### src/rtl/mxt_pkg.sv
// Package for the maximum-XOR-pair trie block.
// Holds sizing constants and the command and status structs shared by the
// controller and the datapath. Depends on nothing.
package mxt_pkg;

    // Width of the value ports and of the xor results.
    localparam int DATA_W     = 32;
    // Number of value bits used, one trie level per bit.
    localparam int VALUE_BITS = 32;
    // Largest number of values a set is sized for.
    localparam int MAX_VALUES = 1024;
    // Number of non-root nodes in the node store.
    localparam int NODE_CAP   = MAX_VALUES * VALUE_BITS;
    // Node index width; index 0 stands for the root and for a null child.
    localparam int IDX_W      = $clog2(NODE_CAP + 1);
    // Width of the node counter, which reaches NODE_CAP + 1.
    localparam int CNT_W      = $clog2(NODE_CAP + 2);
    // Width of the level counter.
    localparam int LVL_W      = (VALUE_BITS > 1) ? $clog2(VALUE_BITS) : 1;
    // One node word holds both child indices: child 1 above child 0.
    localparam int NODE_W     = 2 * IDX_W;

    // Commands from the controller to the datapath.
    typedef struct packed {
        logic load;        // Capture the incoming word and start the walk.
        logic walk_step;   // Follow the value's own path one level.
        logic link;        // Hook the first new node onto its parent.
        logic alloc_step;  // Write one newly allocated node.
        logic query_init;  // Restart at the root for the xor query.
        logic query_step;  // Follow the opposite bit where possible.
        logic finish;      // Load the result register and close the item.
    } t_cmd;

    // Status from the datapath to the controller.
    typedef struct packed {
        logic miss;        // The value's own child is null at this level.
        logic no_room;     // The missing nodes do not fit in the store.
        logic lvl_zero;    // The walk is at the lowest bit.
        logic q_stop;      // Both children are null during the query.
        logic out_busy;    // The result register holds a word not yet taken.
    } t_status;

endpackage

### src/rtl/mxt_ctrl.sv
// Controller state machine for the maximum-XOR-pair trie block.
// Sequences walk, insert, query and result for each word.
// Depends on mxt_pkg.
module mxt_ctrl (
    input  logic             i_clk,
    input  logic             i_rst_n,
    input  logic             i_in_valid,
    output logic             o_in_ready,
    input  mxt_pkg::t_status i_status,
    output mxt_pkg::t_cmd    o_cmd
);

    typedef enum logic [2:0] {
        S_IDLE,
        S_WALK,
        S_LINK,
        S_ALLOC,
        S_QINIT,
        S_QUERY,
        S_FINISH
    } t_state;

    t_state r_state;
    t_state n_state;

    // Next state and the command for this cycle.
    always_comb begin
        n_state = r_state;
        o_cmd   = '0;
        unique case (r_state)
            S_IDLE: begin
                if (i_in_valid) begin
                    o_cmd.load = 1'b1;
                    n_state    = S_WALK;
                end
            end
            S_WALK: begin
                o_cmd.walk_step = 1'b1;
                if (i_status.miss) begin
                    n_state = i_status.no_room ? S_QINIT : S_LINK;
                end else if (i_status.lvl_zero) begin
                    n_state = S_QINIT;
                end
            end
            S_LINK: begin
                o_cmd.link = 1'b1;
                n_state    = S_ALLOC;
            end
            S_ALLOC: begin
                o_cmd.alloc_step = 1'b1;
                if (i_status.lvl_zero) begin
                    n_state = S_QINIT;
                end
            end
            S_QINIT: begin
                o_cmd.query_init = 1'b1;
                n_state          = S_QUERY;
            end
            S_QUERY: begin
                o_cmd.query_step = 1'b1;
                if (i_status.q_stop || i_status.lvl_zero) begin
                    n_state = S_FINISH;
                end
            end
            S_FINISH: begin
                if (!i_status.out_busy) begin
                    o_cmd.finish = 1'b1;
                    n_state      = S_IDLE;
                end
            end
            default: begin
                n_state = S_IDLE;
            end
        endcase
    end

    // State register.
    always_ff @(posedge i_clk) begin
        if (!i_rst_n) begin
            r_state <= S_IDLE;
        end else begin
            r_state <= n_state;
        end
    end

    // A new word is taken only between items.
    assign o_in_ready = (r_state == S_IDLE);

endmodule

### config.mk
export PLATFORM = sky130hd
export DESIGN_NAME = mxt_ctrl
export DESIGN_NICKNAME = d
export VERILOG_FILES = /design/src/rtl/mxt_pkg.sv /design/src/rtl/mxt_ctrl.sv
export SDC_FILE = /design/constraint.sdc
export NUM_CORES = 1
export LEC_CHECK = 0
export CAP_MARGIN = 20
export CORE_AREA = 5 5 42 44
export DETAILED_ROUTE_END_ITERATION = 6
export DIE_AREA = 0 0 47 49
export DONT_BUFFER_PORTS = 1
export PLACE_DENSITY = 0.42
export SLEW_MARGIN = 20
export SYNTH_ARGS = -nofsm -noshare
export SYNTH_HDL_FRONTEND = slang
export SYNTH_SLANG_ARGS = --single-unit
### constraint.sdc
create_clock -name i_clk -period 2.2 [get_ports i_clk]
set_input_delay 0 -clock i_clk [delete_from_list [all_inputs] [get_ports i_clk]]
set_output_delay 0 -clock i_clk [all_outputs]
set_load 0.05 [all_outputs]
==> results of run 1 <==
-- cell usage after synthesis --
master	number
buf_6	2
nor3_1	3
inv_4	1
mux2i_1	1
o21ai_0	2
nand3b_1	1
and3b_2	1
dfxtp_1	3
a21oi_1	3
nor2_1	2
nor4b_1	1
and2b_1	1
buf_4	1
and3_2	2
and3_1	1
nand2_1	2
a41oi_2	1
and2_1	1
nand3_1	1
o21ai_1	2
a311oi_2	1
inv_1	2
o211ai_1	1
nand2b_1	3
nor4_4	1
-- report_power, final --
group,switching [uW],internal (uW)
Sequential,28.5,63.8
Combinational,122,65.0
Clock,25.7,67.8
-- worst reg2reg max path, cell delays in order, from the launching register on --
cell and delay [ns]:
dfxtp_1 0.63, and3_1 0.59, o211ai_1 0.18, a21oi_1 0.14
-- logic make-up after synthesis --
| group | Yosys count | share of synthesized area (%) |
|---|---|---|
| AND/OR/NAND/NOR | 20 | 42.09 |
| AO/OA/AOI/OAI | 10 | 22.78 |
| buffers and inverters | 6 | 13.52 |
| flip-flops | 3 | 18.53 |
| multiplexers | 1 | 3.089 |
-- cell type report --
class / count / area share [%]
multi-input cells: 31 / 55.22
repair buffers: 8 / 16.12
flip-flops and latches: 3 / 14.33
clock buffers: 4 / 6.269
well taps: 16 / 4.776
inverters: 3 / 3.284
-- per-stage QoR --
step / util (%) / setup slack, ns / hold WS (ns) / power [uW]
2_1_floorplan: - / 0.01034 / 0.1663 / 250.9
4_1_cts: 29.91 / 0.5979 / 0.01429 / 379.5
6_report: 29.91 / 0.5954 / 0.01077 / 373.1
5_1_grt: 29.91 / 0.4759 / 0.02708 / 405.3
3_3_place_gp: 25.89 / 0.6424 / 0.1974 / 279.0
3_5_place_dp: 25.89 / 0.6398 / 0.2000 / 277.9
-- metal layers --
layer / global-route usage (%) / vias to the layer above / routed length [um]
li1: - / 164 / -
met1: 10.96 / 130 / 339
met4: 2.765 / 0 / 13
met2: 10.63 / 14 / 327
met5: 0 / - / 0
met3: 5.166 / 2 / 105
-- worst paths after layout --
| path | start | end | slack, ns | depth (start not counted) |
|---|---|---|---|---|
| max | r_state[1]$_SDFFE_PN0P_ | r_state[1]$_SDFFE_PN0P_ | 0.60 | 3 |
| min | i_status[2] | r_state[0]$_SDFFE_PN0P_ | 0.01 | 3 |
| max reg2reg | r_state[1]$_SDFFE_PN0P_ | r_state[1]$_SDFFE_PN0P_ | 0.60 | 3 |
| min reg2reg | r_state[0]$_SDFFE_PN0P_ | r_state[2]$_SDFFE_PN0P_ | 0.72 | 2 |
==> results.yml, run 1 <==
synth:
  synth_top_area_share_pct: 18.53
  ys_types: 25
  synth-seq-cells: 3
  syn_area_per_cell_um2: 8.102
  synth_area_leaders: "dfxtp_1, buf_6, nor4_4"
  synth_top_cell_by_area: "dfxtp_1"
  yosysWarnings: 0
  mappedNetlistNets: 48
  syn-cell-area_um2: 324.1
  ys_seq_area_share_pct: 18.53
  synth_cells: 40
worst_setup_path:
  arrival_ns: 1.76
  critPathSlowestCell: "dfxtp_1"
  required_ns: 2.36
  critPathCaptureType: "flip-flop"
  path_class: "reg2reg"
  critPathMaxFanout: 15
  crit_family: "flip-flops"
  start_kind: "flip-flop"
  cp_num_buf_inv: 0
  max_stage_delay_ns: 0.63
  cp_cell_sequence: "and3_1 -> o211ai_1 -> a21oi_1"
placement:
  placed_area_um2: 362.8
  place_congestion: 0.7366
  io_buffers: 0
  post-place-cells: 58
grt:
  grt_pass1_wl_um: 1407
  antenna_found_initial: 0
  grt_pass1_vias: 308
  grt_overflow: 0
  grt_max_degree: 16
  grt.total_usage_pct: 8.234
cts:
  insertion_delay_ns: 0.23
  cts_tree: "built"
  clockBufferDepth: 2
  clk_pin_slew_worst_paths_ns: 0.03
  cts_resized: 0
  htreeDepth: 1
  cts-root-buf: "clkbuf_4"
  cts_hold_buf: 3
  postCtsSetupBuffers: 0
  cts_sinks: 3
  cts-buffers-inserted: 3
drt:
  routed_wl_um: 785
  routed_via_density: 4.769
  vias: 310
  drcViolationCount: 0
  post_drt_wl_per_cell_um: 12.08
  ant_nets: 0
  initialDrtViolationCount: 2
  drtPass1Iterations: 3
finish:
  top_register: "r_state"
  reg_top3: "r_state (3)"
  stdcell_area_um2: 419.2
  nets: 58
  seqCellArea_um2: 60.06
  final_common_cell: "buf_4"
  syn_to_final_growth_pct: 29.34
  instances_no_fill: 65
  n_antenna_cell: 0
  multiInputGateArea_um2: 231.5
  num-fill-cells: 163
  drive_gt1_share_pct: 34.69
  largest_reg_flops: 3
job:
  drv_cap: 0
sta:
  drv_slew: 0
  rsz0062_at_grt: "no"
  finalSetupViolCount: 0
  fin_crit_sh_pct: 72.94
  worst_pin_slew_ns: 0.5315
  maxSlewHeadroom_pct: 64.57
  fmax_ghz: 0.6232
  tns_ns: 0
  hold_violations: 0
  clock-skew-final_ns: 0.002453
  fin_crit_ns: 1.605
floorplan:
  io_pins: 16
  num_rows: 14
  core_um2: 1401
  die_area_um2: 2303
  chipWidth_um: 47
  die_y_um: 49
  initial_core_util_pct: 23.13
power_and_ir_drop:
  cellPowerDensity_nw_per_um2: 890.1
  p_leak_uw: 0.0001630
  ir_drop_v: 0.0003701
run_status:
  status: "complete, no violations"
worst_hold_path:
  min_path_type: "in2reg"
No activity file was read; power rests on OpenSTA's default activity.
==> inputs of run 2 (changes only) <==
Clock period 2.2 ns to 1.5 ns, I/O delays scaled along.
==> results.yml, run 2 (synthesis results as in run 1) <==
drt:
  vias: 334
  ant_nets: 0
  routed_wl_um: 805
  routed_via_density: 4.771
  post_drt_wl_per_cell_um: 11.50
  initialDrtViolationCount: 4
  drcViolationCount: 0
  drtPass1Iterations: 2
sta:
  maxSlewHeadroom_pct: 67.45
  finalSetupViolCount: 0
  rsz0062_at_grt: "no"
  hold_violations: 0
  fmax_ghz: 0.7493
  fin_crit_sh_pct: 88.97
  drv_slew: 0
  worst_pin_slew_ns: 0.4876
  fin_crit_ns: 1.335
  clock-skew-final_ns: 0.004385
  tns_ns: 0
placement:
  place_congestion: 0.7837
  io_buffers: 0
  hpwl_um: 614.9
grt:
  grt_max_degree: 16
  antenna_found_initial: 0
  grtUsageMet1_pct: 9.649
  grt_overflow: 0
  use_met2_pct: 11.99
  grt_pass1_vias: 348
  grt_pass1_wl_um: 1449
  grt.total_usage_pct: 8.656
  gr-usage-met3_pct: 6.273
  grt.busiest_layer: "met2"
worst_setup_path:
  r2r_end: "r_state[1]$_SDFFE_PN0P_"
  critPathCaptureType: "primary output"
  r2r_start: "r_state[0]$_SDFFE_PN0P_"
  required_ns: 1.50
  arrival_ns: 1.33
  r2r_setup_slack_ns: 0.21
  start_kind: "flip-flop"
  critPathMaxFanout: 11
  path_class: "reg2out"
  r2r_cells: 4
floorplan:
  chipWidth_um: 47
  core_um2: 1401
  io_pins: 16
  die_area_um2: 2303
  initial_core_util_pct: 23.13
  die_y_um: 49
  num_rows: 14
worst_hold_path:
  whs_endpoint: "r_state[1]$_SDFFE_PN0P_"
  min-delay-start: "i_status[2]"
  min_path_type: "in2reg"
  min_path_cells: 3
finish:
  drive_gt1_share_pct: 38.89
  reg_top3: "r_state (3)"
  layout_common_cells: "buf_4, dlygate4sd3_1"
  syn_to_final_growth_pct: 45.56
  top_register: "r_state"
  largest_reg_flops: 3
  final_common_cell: "buf_4"
  n_antenna_cell: 0
  nets: 63
  num-fill-cells: 156
cts:
  cts_sinks: 3
  cts-buffers-inserted: 3
  clk_pin_slew_worst_paths_ns: 0.04
  insertion_delay_ns: 0.23
  clockBufferDepth: 2
  cts_tree: "built"
  htreeDepth: 1
  postCtsSetupBuffers: 0
  cts-root-buf: "clkbuf_4"
power_and_ir_drop:
  p_leak_uw: 0.0001936
  cellPowerDensity_nw_per_um2: 1251
  p_total_uw: 590.2
  ir_drop_v: 0.0003540
run_status:
  status: "complete, no violations"
job:
  drv_cap: 0
==> run 2: worst max-delay path: stages, from the launching register on <==
cell and delay (ns):
dfxtp_1 0.62, and3b_2 0.29, buf_4 0.20
==> run 2: worst max path at each step <==
stage	from	to	slack, ns	cells after the start
6_report	r_state[0]$_SDFFE_PN0P_	o_cmd[1]	0.17	2
5_1_grt	r_state[0]$_SDFFE_PN0P_	o_cmd[5]	0.05	3
4_1_cts	r_state[0]$_SDFFE_PN0P_	o_cmd[1]	0.14	2
3_5_place_dp	r_state[0]$_SDFFE_PN0P_	r_state[1]$_SDFFE_PN0P_	0.19	4
3_3_place_gp	r_state[2]$_SDFFE_PN0P_	r_state[1]$_SDFFE_PN0P_	0.22	5
2_1_floorplan	r_state[1]$_SDFFE_PN0P_	o_cmd[6]	-0.24	3
==> run 2: routing by layer <==
layer	wire, um	share of wire (%)
met5	0	0
met4	0	0
met3	91	11
met2	375	47
met1	339	42
==> run 2: repair_timing <==
item | in CTS | in global routing
hold buffers | 4 | 0
endpoints found under the hold margin | 3 | 0
resized for setup | 0 | 0
==> run 2: final cells by class <==
cell class,count,area (um^2),share of cell area [%]
flip-flops and latches,3,60.06,12.73
inverters,3,13.76,2.918
multi-input cells,31,231.5,49.07
repair buffers,13,120.1,25.46
well taps,16,20.02,4.244
clock buffers,4,26.28,5.570
==> run 2: power by group <==
part	switching [uW]	internal, uW	total (uW)	leakage (uW)
clock	45.8	100	146	0.0000150
sequential	31.2	93.4	125	0.0000247
combinational	195	125	320	0.000154
total	272	319	590	0.000194
==> run 2: metrics by stage <==
step / area, um^2 / cells / utilization [%] / hold WS (ns) / setup WS (ns)
after global placement: 405.4 / 62 / 28.93 / 0.1902 / 0.2189
final: 471.7 / 70 / 33.66 / 0.05109 / 0.1654
after detailed placement: 405.4 / 62 / 28.93 / 0.1924 / 0.1917
after global routing: 471.7 / 70 / 33.66 / 0.05598 / 0.04851
after CTS: 471.7 / 70 / 33.66 / 0.03977 / 0.1435
after floorplan: 335.3 / 40 / - / 0.1042 / -0.2386
